===== src/hdl/pll_nk_factor_search_core_macros.svh =====
// Assertion helpers shared by pnk_search and pll_nk_factor_search_core.
`ifndef PLL_NK_FACTOR_SEARCH_CORE_MACROS_SVH
`define PLL_NK_FACTOR_SEARCH_CORE_MACROS_SVH

`ifndef SYNTH
`define PNK_ASSERT(lbl, prop, msg) \
  lbl: assert property (@(posedge clk_i) disable iff (!rst_ni) prop) else $error(msg);
`define PNK_ASSERT_NEVER(lbl, expr, msg) \
  lbl: assert property (@(posedge clk_i) disable iff (!rst_ni) !(expr)) else $error(msg);
`else
`define PNK_ASSERT(lbl, prop, msg)
`define PNK_ASSERT_NEVER(lbl, expr, msg)
`endif

`endif


===== src/hdl/pnk_pkg.sv =====
package pnk_pkg;

  localparam int unsigned RATE_W  = 32;
  localparam int unsigned N_W     = 6;
  localparam int unsigned K_W     = 3;
  localparam int unsigned DIV_W   = 8;
  localparam int unsigned SCALE_W = RATE_W + DIV_W;      // target * post divider
  localparam int unsigned BASE_W  = RATE_W + K_W;        // parent * k
  localparam int unsigned PROD_W  = RATE_W + K_W + N_W;  // parent * k * n

  typedef logic [N_W-1:0]     n_t;
  typedef logic [K_W-1:0]     k_t;
  typedef logic [RATE_W-1:0]  rate_t;
  typedef logic [DIV_W-1:0]   div_t;
  typedef logic [SCALE_W-1:0] scale_t;
  typedef logic [BASE_W-1:0]  base_t;
  typedef logic [PROD_W-1:0]  prod_t;

  typedef enum logic [2:0] {
    CFG_MIN_N       = 3'd0,
    CFG_MAX_N       = 3'd1,
    CFG_MIN_K       = 3'd2,
    CFG_MAX_K       = 3'd3,
    CFG_POST_DIV_EN = 3'd4,
    CFG_POST_DIV    = 3'd5,
    CFG_N_OFFSET    = 3'd6,
    CFG_K_OFFSET    = 3'd7
  } cfg_idx_e;

  typedef struct packed {
    n_t   min_n;
    n_t   max_n;
    k_t   min_k;
    k_t   max_k;
    logic post_div_en;
    div_t post_div;
    logic n_offset;
    logic k_offset;
  } cfg_t;

  typedef struct packed {
    logic  found;
    n_t    best_n;
    k_t    best_k;
    prod_t best_prod;
  } srch_res_t;

endpackage


===== src/hdl/pnk_search.sv =====
module pnk_search #(
  parameter int unsigned N_WIDTH = 5,
  parameter int unsigned K_WIDTH = 2
) (
  input  logic                clk_i,
  input  logic                rst_ni,
  input  logic                start_i,
  input  pnk_pkg::rate_t      parent_i,
  input  pnk_pkg::rate_t      target_i,
  input  pnk_pkg::div_t       div_i,
  input  pnk_pkg::cfg_t       cfg_i,
  output logic                done_o,
  output pnk_pkg::srch_res_t  res_o
);

  localparam int unsigned NCAP = 1 << N_WIDTH;
  localparam int unsigned KCAP = 1 << K_WIDTH;

  typedef enum logic [4:0] {
    S_IDLE = 5'b00001,
    S_BASE = 5'b00010,
    S_PROD = 5'b00100,
    S_TRY  = 5'b01000,
    S_FIN  = 5'b10000
  } srch_state_e;

  srch_state_e      state_q, state_d;
  pnk_pkg::rate_t   parent_q;
  pnk_pkg::scale_t  target_q;
  pnk_pkg::base_t   base_q;
  pnk_pkg::prod_t   prod_q, best_q;
  pnk_pkg::n_t      n_q, best_n_q;
  pnk_pkg::k_t      k_q, best_k_q;
  logic             valid_q;

  pnk_pkg::n_t      lo_n, hi_n;
  pnk_pkg::k_t      lo_k, hi_k;
  logic             empty;
  logic             fits, better;

  // effective bounds: zero minimum acts as one, maximum limited to the code field
  assign lo_n  = (cfg_i.min_n == '0) ? pnk_pkg::n_t'(1) : cfg_i.min_n;
  assign lo_k  = (cfg_i.min_k == '0) ? pnk_pkg::k_t'(1) : cfg_i.min_k;
  assign hi_n  = (32'(cfg_i.max_n) > NCAP) ? pnk_pkg::n_t'(NCAP) : cfg_i.max_n;
  assign hi_k  = (32'(cfg_i.max_k) > KCAP) ? pnk_pkg::k_t'(KCAP) : cfg_i.max_k;
  assign empty = (lo_n > hi_n) || (lo_k > hi_k);

  // with both values at or below target, closer means larger; ties keep the first
  assign fits   = prod_q <= pnk_pkg::prod_t'(target_q);
  assign better = fits && (!valid_q || (prod_q > best_q));

  always_comb begin
    state_d = state_q;
    case (state_q)
      S_IDLE: if (start_i) state_d = empty ? S_FIN : S_BASE;
      S_BASE: state_d = S_PROD;
      S_PROD: state_d = S_TRY;
      S_TRY: begin
        if (n_q == hi_n) begin
          state_d = (k_q == hi_k) ? S_FIN : S_BASE;
        end
      end
      S_FIN:   state_d = S_IDLE;
      default: state_d = S_IDLE;
    endcase
  end

  always_ff @(posedge clk_i or negedge rst_ni) begin
    if (!rst_ni) begin
      state_q <= S_IDLE;
      valid_q <= 1'b0;
    end else begin
      state_q <= state_d;
      if (state_q == S_IDLE && start_i) begin
        valid_q <= 1'b0;
      end else if (state_q == S_TRY && better) begin
        valid_q <= 1'b1;
      end
    end
  end

  always_ff @(posedge clk_i) begin
    case (state_q)
      S_IDLE: begin
        if (start_i) begin
          parent_q <= parent_i;
          target_q <= pnk_pkg::scale_t'(target_i) * pnk_pkg::scale_t'(div_i);
          n_q      <= lo_n;
          k_q      <= lo_k;
        end
      end
      S_BASE: base_q <= pnk_pkg::base_t'(parent_q) * pnk_pkg::base_t'(k_q);
      S_PROD: prod_q <= pnk_pkg::prod_t'(base_q) * pnk_pkg::prod_t'(n_q);
      S_TRY: begin
        if (better) begin
          best_q   <= prod_q;
          best_n_q <= n_q;
          best_k_q <= k_q;
        end
        if (n_q == hi_n) begin
          n_q <= lo_n;
          k_q <= k_q + pnk_pkg::k_t'(1);
        end else begin
          n_q    <= n_q + pnk_pkg::n_t'(1);
          prod_q <= prod_q + pnk_pkg::prod_t'(base_q);
        end
      end
      default: ;
    endcase
  end

  assign done_o          = (state_q == S_FIN);
  assign res_o.found     = valid_q;
  assign res_o.best_n    = best_n_q;
  assign res_o.best_k    = best_k_q;
  assign res_o.best_prod = best_q;

`include "pll_nk_factor_search_core_macros.svh"

  `PNK_ASSERT(a_try_in_bounds, (state_q == S_TRY) |-> (n_q >= lo_n && n_q <= hi_n && k_q >= lo_k && k_q <= hi_k), "trial outside the search bounds")
  `PNK_ASSERT(a_best_fits, (valid_q && state_q == S_TRY) |-> (best_q <= pnk_pkg::prod_t'(target_q)), "kept product exceeds target")

endmodule


===== src/hdl/pnk_div.sv =====
module pnk_div (
  input  logic            clk_i,
  input  logic            rst_ni,
  input  logic            start_i,
  input  pnk_pkg::prod_t  dividend_i,
  input  pnk_pkg::div_t   divisor_i,
  output logic            done_o,
  output pnk_pkg::rate_t  quotient_o
);

  localparam int unsigned CNT_W = $clog2(pnk_pkg::PROD_W);

  logic                                busy_q, done_q;
  logic [CNT_W-1:0]                    cnt_q;
  pnk_pkg::prod_t                      acc_q;
  pnk_pkg::div_t                       rem_q, div_q;
  logic [pnk_pkg::DIV_W:0]             rem_sh, rem_sub;
  logic                                qbit;

  // restoring division, one quotient bit per cycle; acc shifts dividend out, quotient in
  assign rem_sh  = {rem_q, acc_q[pnk_pkg::PROD_W-1]};
  assign rem_sub = rem_sh - {1'b0, div_q};
  assign qbit    = rem_sh >= {1'b0, div_q};

  always_ff @(posedge clk_i or negedge rst_ni) begin
    if (!rst_ni) begin
      busy_q <= 1'b0;
      done_q <= 1'b0;
      cnt_q  <= '0;
    end else begin
      done_q <= 1'b0;
      if (start_i) begin
        busy_q <= 1'b1;
        cnt_q  <= '0;
      end else if (busy_q) begin
        if (cnt_q == CNT_W'(pnk_pkg::PROD_W - 1)) begin
          busy_q <= 1'b0;
          done_q <= 1'b1;
        end else begin
          cnt_q <= cnt_q + CNT_W'(1);
        end
      end
    end
  end

  always_ff @(posedge clk_i) begin
    if (start_i) begin
      acc_q <= dividend_i;
      div_q <= divisor_i;
      rem_q <= '0;
    end else if (busy_q) begin
      acc_q <= {acc_q[pnk_pkg::PROD_W-2:0], qbit};
      rem_q <= qbit ? rem_sub[pnk_pkg::DIV_W-1:0] : rem_sh[pnk_pkg::DIV_W-1:0];
    end
  end

  assign done_o     = done_q;
  assign quotient_o = acc_q[pnk_pkg::RATE_W-1:0];

endmodule


===== src/hdl/pll_nk_factor_search_core.sv =====
// PLL N*K multiplier factor search.
// A request (parent_rate_i, target_rate_i) is taken at a clock edge where start
// is high and busy is low. busy then stays high until the result is shown.
// The result fields are valid for the single cycle in which done_o is high;
// the receiver cannot hold them off, so a sink must take them in that cycle.
// Per K value the search runs a base step, a product step and one trial per N
// value in range; a closing step ends the search. Only when a pair fits does
// the bit-serial post division follow, one quotient bit per cycle over the full
// product width, before the done_o cycle; a miss goes from the closing step
// straight to done_o. The N*K trial loop over one add/compare unit and the
// bit-serial divider set how long a request takes. A new start is taken in the
// done_o cycle: one request at a time.
// Configuration writes (cfg_we_i, cfg_idx_i, cfg_data_i) take effect at once
// and belong only in the idle time between requests.
// Reset clears busy and done_o and loads the default search bounds.
module pll_nk_factor_search_core #(
  parameter int unsigned N_WIDTH = 5,
  parameter int unsigned K_WIDTH = 2
) (
  input  logic                 clk_i,
  input  logic                 rst_ni,
  input  logic                 start,
  output logic                 busy,
  input  pnk_pkg::rate_t       parent_rate_i,
  input  pnk_pkg::rate_t       target_rate_i,
  input  logic                 cfg_we_i,
  input  logic [2:0]           cfg_idx_i,
  input  logic [7:0]           cfg_data_i,
  output logic                 done_o,
  output pnk_pkg::n_t          best_n_o,
  output pnk_pkg::k_t          best_k_o,
  output logic [N_WIDTH-1:0]   n_code_o,
  output logic [K_WIDTH-1:0]   k_code_o,
  output pnk_pkg::rate_t       achieved_rate_o,
  output logic                 found_o
);

  localparam int unsigned NCW = (N_WIDTH > pnk_pkg::N_W) ? N_WIDTH : pnk_pkg::N_W;
  localparam int unsigned KCW = (K_WIDTH > pnk_pkg::K_W) ? K_WIDTH : pnk_pkg::K_W;

  pnk_pkg::cfg_t       cfg_q;
  logic                busy_q, done_q;
  logic                accept;
  pnk_pkg::div_t       div_eff;
  logic                srch_done;
  pnk_pkg::srch_res_t  srch_res;
  logic                div_start, div_done;
  pnk_pkg::rate_t      quotient;
  logic [NCW-1:0]      n_diff;
  logic [KCW-1:0]      k_diff;

  assign accept  = start && !busy_q;
  assign div_eff = !cfg_q.post_div_en ? pnk_pkg::div_t'(1) :
                   (cfg_q.post_div == '0) ? pnk_pkg::div_t'(1) : cfg_q.post_div;

  always_ff @(posedge clk_i or negedge rst_ni) begin
    if (!rst_ni) begin
      cfg_q.min_n       <= pnk_pkg::n_t'(1);
      cfg_q.max_n       <= pnk_pkg::n_t'(32);
      cfg_q.min_k       <= pnk_pkg::k_t'(1);
      cfg_q.max_k       <= pnk_pkg::k_t'(4);
      cfg_q.post_div_en <= 1'b0;
      cfg_q.post_div    <= pnk_pkg::div_t'(1);
      cfg_q.n_offset    <= 1'b1;
      cfg_q.k_offset    <= 1'b1;
    end else if (cfg_we_i) begin
      case (pnk_pkg::cfg_idx_e'(cfg_idx_i))
        pnk_pkg::CFG_MIN_N:       cfg_q.min_n       <= cfg_data_i[pnk_pkg::N_W-1:0];
        pnk_pkg::CFG_MAX_N:       cfg_q.max_n       <= cfg_data_i[pnk_pkg::N_W-1:0];
        pnk_pkg::CFG_MIN_K:       cfg_q.min_k       <= cfg_data_i[pnk_pkg::K_W-1:0];
        pnk_pkg::CFG_MAX_K:       cfg_q.max_k       <= cfg_data_i[pnk_pkg::K_W-1:0];
        pnk_pkg::CFG_POST_DIV_EN: cfg_q.post_div_en <= cfg_data_i[0];
        pnk_pkg::CFG_POST_DIV:    cfg_q.post_div    <= cfg_data_i;
        pnk_pkg::CFG_N_OFFSET:    cfg_q.n_offset    <= cfg_data_i[0];
        pnk_pkg::CFG_K_OFFSET:    cfg_q.k_offset    <= cfg_data_i[0];
        default: ;
      endcase
    end
  end

  pnk_search #(
    .N_WIDTH (N_WIDTH),
    .K_WIDTH (K_WIDTH)
  ) u_search (
    .clk_i    (clk_i),
    .rst_ni   (rst_ni),
    .start_i  (accept),
    .parent_i (parent_rate_i),
    .target_i (target_rate_i),
    .div_i    (div_eff),
    .cfg_i    (cfg_q),
    .done_o   (srch_done),
    .res_o    (srch_res)
  );

  assign div_start = srch_done && srch_res.found;

  pnk_div u_div (
    .clk_i      (clk_i),
    .rst_ni     (rst_ni),
    .start_i    (div_start),
    .dividend_i (srch_res.best_prod),
    .divisor_i  (div_eff),
    .done_o     (div_done),
    .quotient_o (quotient)
  );

  // codes wrap modulo the field size
  assign n_diff = NCW'(srch_res.best_n) - NCW'(cfg_q.n_offset);
  assign k_diff = KCW'(srch_res.best_k) - KCW'(cfg_q.k_offset);

  always_ff @(posedge clk_i or negedge rst_ni) begin
    if (!rst_ni) begin
      busy_q <= 1'b0;
      done_q <= 1'b0;
    end else begin
      done_q <= 1'b0;
      if (accept) begin
        busy_q <= 1'b1;
      end else if (div_done || (srch_done && !srch_res.found)) begin
        busy_q <= 1'b0;
        done_q <= 1'b1;
      end
    end
  end

  always_ff @(posedge clk_i) begin
    if (div_done) begin
      best_n_o        <= srch_res.best_n;
      best_k_o        <= srch_res.best_k;
      n_code_o        <= n_diff[N_WIDTH-1:0];
      k_code_o        <= k_diff[K_WIDTH-1:0];
      achieved_rate_o <= quotient;
      found_o         <= 1'b1;
    end else if (srch_done && !srch_res.found) begin
      best_n_o        <= '0;
      best_k_o        <= '0;
      n_code_o        <= '0;
      k_code_o        <= '0;
      achieved_rate_o <= '0;
      found_o         <= 1'b0;
    end
  end

  assign busy   = busy_q;
  assign done_o = done_q;

`include "pll_nk_factor_search_core_macros.svh"

  `PNK_ASSERT(a_done_after_busy, done_o |-> $past(busy_q), "result without a pending request")
  `PNK_ASSERT(a_miss_zero, (done_o && !found_o) |-> (best_n_o == '0 && best_k_o == '0 && achieved_rate_o == '0), "miss result not cleared")
  `PNK_ASSERT(a_hit_nonzero, (done_o && found_o) |-> (best_n_o != '0 && best_k_o != '0), "hit with a zero factor")
  `PNK_ASSERT_NEVER(a_no_overlap, srch_done && div_done, "search and division finished together")

endmodule


===== config.mk =====
export PLATFORM = sky130hd
export DESIGN_NAME = pll_nk_factor_search_core
export DESIGN_NICKNAME = d
export VERILOG_FILES = /design/src/hdl/pnk_pkg.sv /design/src/hdl/pnk_search.sv /design/src/hdl/pnk_div.sv /design/src/hdl/pll_nk_factor_search_core.sv
export VERILOG_INCLUDE_DIRS = /design/src /design/src/hdl
export SDC_FILE = /design/constraint.sdc
export NUM_CORES = 2
export LEC_CHECK = 0
export ABC_AREA = 1
export BUFFER_PORTS_ARGS = -buffer_cell sky130_fd_sc_hd__buf_2
export CAP_MARGIN = 20
export CORE_MARGIN = 2
export CORE_UTILIZATION = 40
export DETAILED_ROUTE_END_ITERATION = 7
export PLACE_DENSITY = 0.6
export SLEW_MARGIN = 20
export SYNTH_ARGS = -nofsm -noshare
export SYNTH_HDL_FRONTEND = slang
export SYNTH_SLANG_ARGS = --single-unit

===== constraint.sdc =====
create_clock -name clk_i -period 5.08 [get_ports clk_i]
set_clock_uncertainty 0.1 [all_clocks]
set_input_delay 0.762 -clock clk_i [delete_from_list [all_inputs] [get_ports clk_i]]
set_output_delay 0.762 -clock clk_i [all_outputs]
set_load 0.1 [all_outputs]

==> summary.md <==
| Metric | Value |
|---|---|
| Run status | finished clean |
| Post-cts hold buffer count | 0 |
| Quantity of I/O buffers inserted on ports | 129 |
| Count of endpoints failing hold in the final timing report | 0 |
| Clock-pin transition on the worst setup and hold timing paths | 0.06 ns |
| Top delay family on crit path | adder cells |
| Number of distinct standard cells referenced by the synthesized netlist | 51 |
| Root buf cell | clkbuf_16 |
| Cell type with the highest aggregate area in the netlist | edfxtp_1 |
| Kind of start point of the critical path | flip-flop |
| Mean cell area of the mapped netlist | 7.96 um^2 |
| Rel. slew slack | 0.330 |
| Combined area of all synthesized cells | 36,300 um^2 |
| Placement Rows | 110 |
| Area of the core | 90,000 um^2 |
| Setup repair after global routing missed its margin | false |
| Largest incremental delay on the critical path | 0.55 ns |
| Cell count after synthesis | 4,567 |
| Worst-path cell chain | nor2_1 -> nand2_1 -> nor4_1 -> nor3_2 -> inv_1 -> buf_4 -> buf_4 -> nand2_1 -> fa_1 -> inv_1 -> fa_1 -> fa_1 -> ha_1 -> a21oi_1 -> o21ai_0 -> a21oi_1 -> nor2_1 -> nor2_1 -> nand3_1 -> xor2_1 |
| Total buffers and inverters traversed by the critical path | 4 |
| Remaining antenna violation count | 0 |
| Critical path capture point type | flip-flop |
| H-tree Lvls | 2 |
| Worst Setup Slack, final | 0.303 ns |
| GRT Util Overall | 0.217 |
| Synth Register Bits | 358 |
| Share of the clock period used by the worst path after layout | 0.940 |
| Number of placed I/O pins | 130 |
| Antenna violations before repair | 1 |
| Number of synthesized flops with an enable pin | 304 |
| Total Power | 0.0130 W |
| Number of setup violations in the final report | 0 |
| Min-delay worst type | in2async |
| Max-slew violation count | 0 |
| Die H | 305 um |
| Required @ worst endpoint | 5.35 ns |
| Remaining routing DRC violations | 0 |
| Congestion Overflow GR | 0 |
| Async set or reset register ratio after synthesis | 0.126 |
| Final wirelength | 99,100 um |
| Number of detailed-route iterations in the first pass | 6 |
| Vias per std cell | 5.02 |
| Most instantiated library cell after synthesis | nand2_1 |
| Max IR drop VDD | 0.000310 V |
| CTS Buffer Depth | 3 |
| Wire per inst | 16.7 um |
| Number of fill cells in the layout | 9,190 |
| Proportion of layout cells with a drive suffix above 1 | 0.0704 |
| Maximum capacitance violations | 0 |
| Synth cell count leaders | nand2_1 (1,271), inv_1 (829), nor2_1 (481), fa_1 (346), edfxtp_1 (304) |
| Total nets after synthesis | 5,275 |
| Die Width | 305 um |
| Cell with the largest stage delay on the worst path | fa_1 |
| Worst Path Max Fanout | 10 |
| Top cells by area, synth | edfxtp_1 (25%), fa_1 (19%), nand2_1 (13%) |
| Type of the worst setup path | reg2reg |
| Power density over cell area | 323 nW/um^2 |
| Actual transition at the worst max-transition pin | 1.00 ns |
| Via count | 29,800 |
| Number of nets at the end of the flow | 5,418 |
| Number of buffers inserted by post-CTS setup repair | 0 |
| Sequential area share after synthesis | 0.287 |
| Data arrival, critical path | 5.05 ns |
| P_leak | 20.2 nW |
| Number of inserted diodes | 0 |
| Source-to-sink clock delay at the later pin of the worst-skew pair | 0.62 ns |
| Area of the die | 93,300 um^2 |
| Vias in the first global route | 29,400 |
| Layout-stage area growth over the synthesis result | 10.8% |
| Weighted congestion reported at the end of routability-driven placement | 0.946 |
| Cell area reported after detailed placement | 38,700 um^2 |
| Number of clock sinks | 358 |
| Syn. warnings | 0 |
| PostCTS Resize Cnt | 0 |
| Maximum clock rate | 0.209 GHz |
| Clock tree from TritonCTS | built |
| First-pass GRT wire length | 161,000 um |
| Worst slack after detailed placement | -0.00800 ns |
| Initial core utilization | 0.404 |
| Worst Reg2Reg Path Length in Cells | 20 |
| DRT iter0 DRCs | 2,052 |
| Area share of the leading cell type in the synthesized netlist | 0.251 |
| Clock buffer count from CTS | 46 |
| Dpl hpwl | 80,800 um |
| Synth Flop Type | edfxtp_1 |
| Maximum number of pins on one net before global-route repair | 90 |
| Final instance area | 40,200 um^2 |
| Fin crit period | 4.78 ns |
| Number of stages on the worst setup path | 20 |
| Total negative slack | 0 ns |
metal layers:
metal	wire [um]	global-route usage
met2	43800	0.342
met4	2210	0.0529
met5	0	0
met1	47500	0.314
met3	5610	0.0297
layout by cell type (no fill, tap or decap), types with 8 or more instances in the layout:
master,Yosys,final
buf_12,0,14
o21bai_1,16,16
nand3b_1,30,30
edfxtp_1,304,304
a31oi_1,10,10
nand2_1,1271,1270
nand4_1,34,34
o21ai_2,10,10
inv_1,829,828
o21ai_0,199,197
buf_4,0,46
buf_2,13,129
o21ai_1,17,19
xor2_1,58,58
xnor2_1,28,28
dfxtp_1,9,9
o21a_1,19,19
a21oi_1,230,227
dfrtp_1,37,36
fa_1,346,346
o211ai_1,12,12
clkbuf_1,65,11
nor3_1,24,23
nand3_1,130,130
dfstp_2,8,8
ha_1,283,283
clkbuf_16,0,47
a21o_1,14,14
nor2_1,481,480
cell type report:
type | count | area (um^2) | area share
multi-input combinational | 3275 | 22400 | 0.556
clock inverter | 19 | 196 | 0.00488
clock buffer | 65 | 1310 | 0.0326
tap | 1176 | 1470 | 0.0366
timing repair buffer | 189 | 1270 | 0.0316
sequential | 358 | 10400 | 0.260
inverter | 840 | 3150 | 0.0783
metrics by stage:
step,utilization,hold slack [ns],std cells
after floorplan,-,0.321,4567
after global placement,0.430,0.334,5837
after detailed placement,0.430,0.337,5838
after CTS,0.447,0.168,5922
after global routing,0.447,0.186,5922
final,0.447,0.168,5922
path summary, 6_finish.rpt:
check	slack [ns]	end	from
max	0.30	u_search.target_q[37]$_DFFE_PP_	cfg_q[3]$_DFFE_PN0P_
max reg2reg	0.30	u_search.target_q[37]$_DFFE_PP_	cfg_q[3]$_DFFE_PN0P_
max in group asynchronous	4.06	cfg_q[10]$_DFFE_PN0P_	rst_ni
min reg2reg	0.36	found_o$_SDFFE_PP1P_	found_o$_SDFFE_PP1P_
min	0.17	busy$_DFFE_PN0P_	rst_ni
min in group clk_i	0.21	u_search.parent_q[11]$_DFFE_PP_	parent_rate_i[11]
where the power goes:
group	switching (W)	total, W	internal [W]
clock network	0.00137	0.00328	0.00192
logic	0.00390	0.00619	0.00229
registers	0.0000563	0.00352	0.00347
sequential cells by signal, summed over array words and instances (netlist names), 2 cells and up:
register,cells
u_div.acc_q,41
u_search.best_q,41
u_search.prod_q,41
u_search.target_q,40
u_search.base_q,35
achieved_rate_o,32
u_search.parent_q,32
cfg_q,29
u_div.div_q,8
u_div.rem_q,8
best_n_o,6
u_div.cnt_q,6
u_search.best_n_q,6
u_search.n_q,6
n_code_o,5
u_search.state_q,5
best_k_o,3
u_search.best_k_q,3
u_search.k_q,3
k_code_o,2
logic make-up (layout without fill, tap and decap cells):
family,Yosys count,count (layout),synth area share
simple gates,2014,2014,0.223
compound gates,543,543,0.0820
xor+xnor,86,86,0.0207
mux,3,3,0.000930
flops,358,358,0.287
buf+inv,934,1113,0.0973
fa+ha+maj,629,629,0.288
Power figures use the tool's default switching activity.
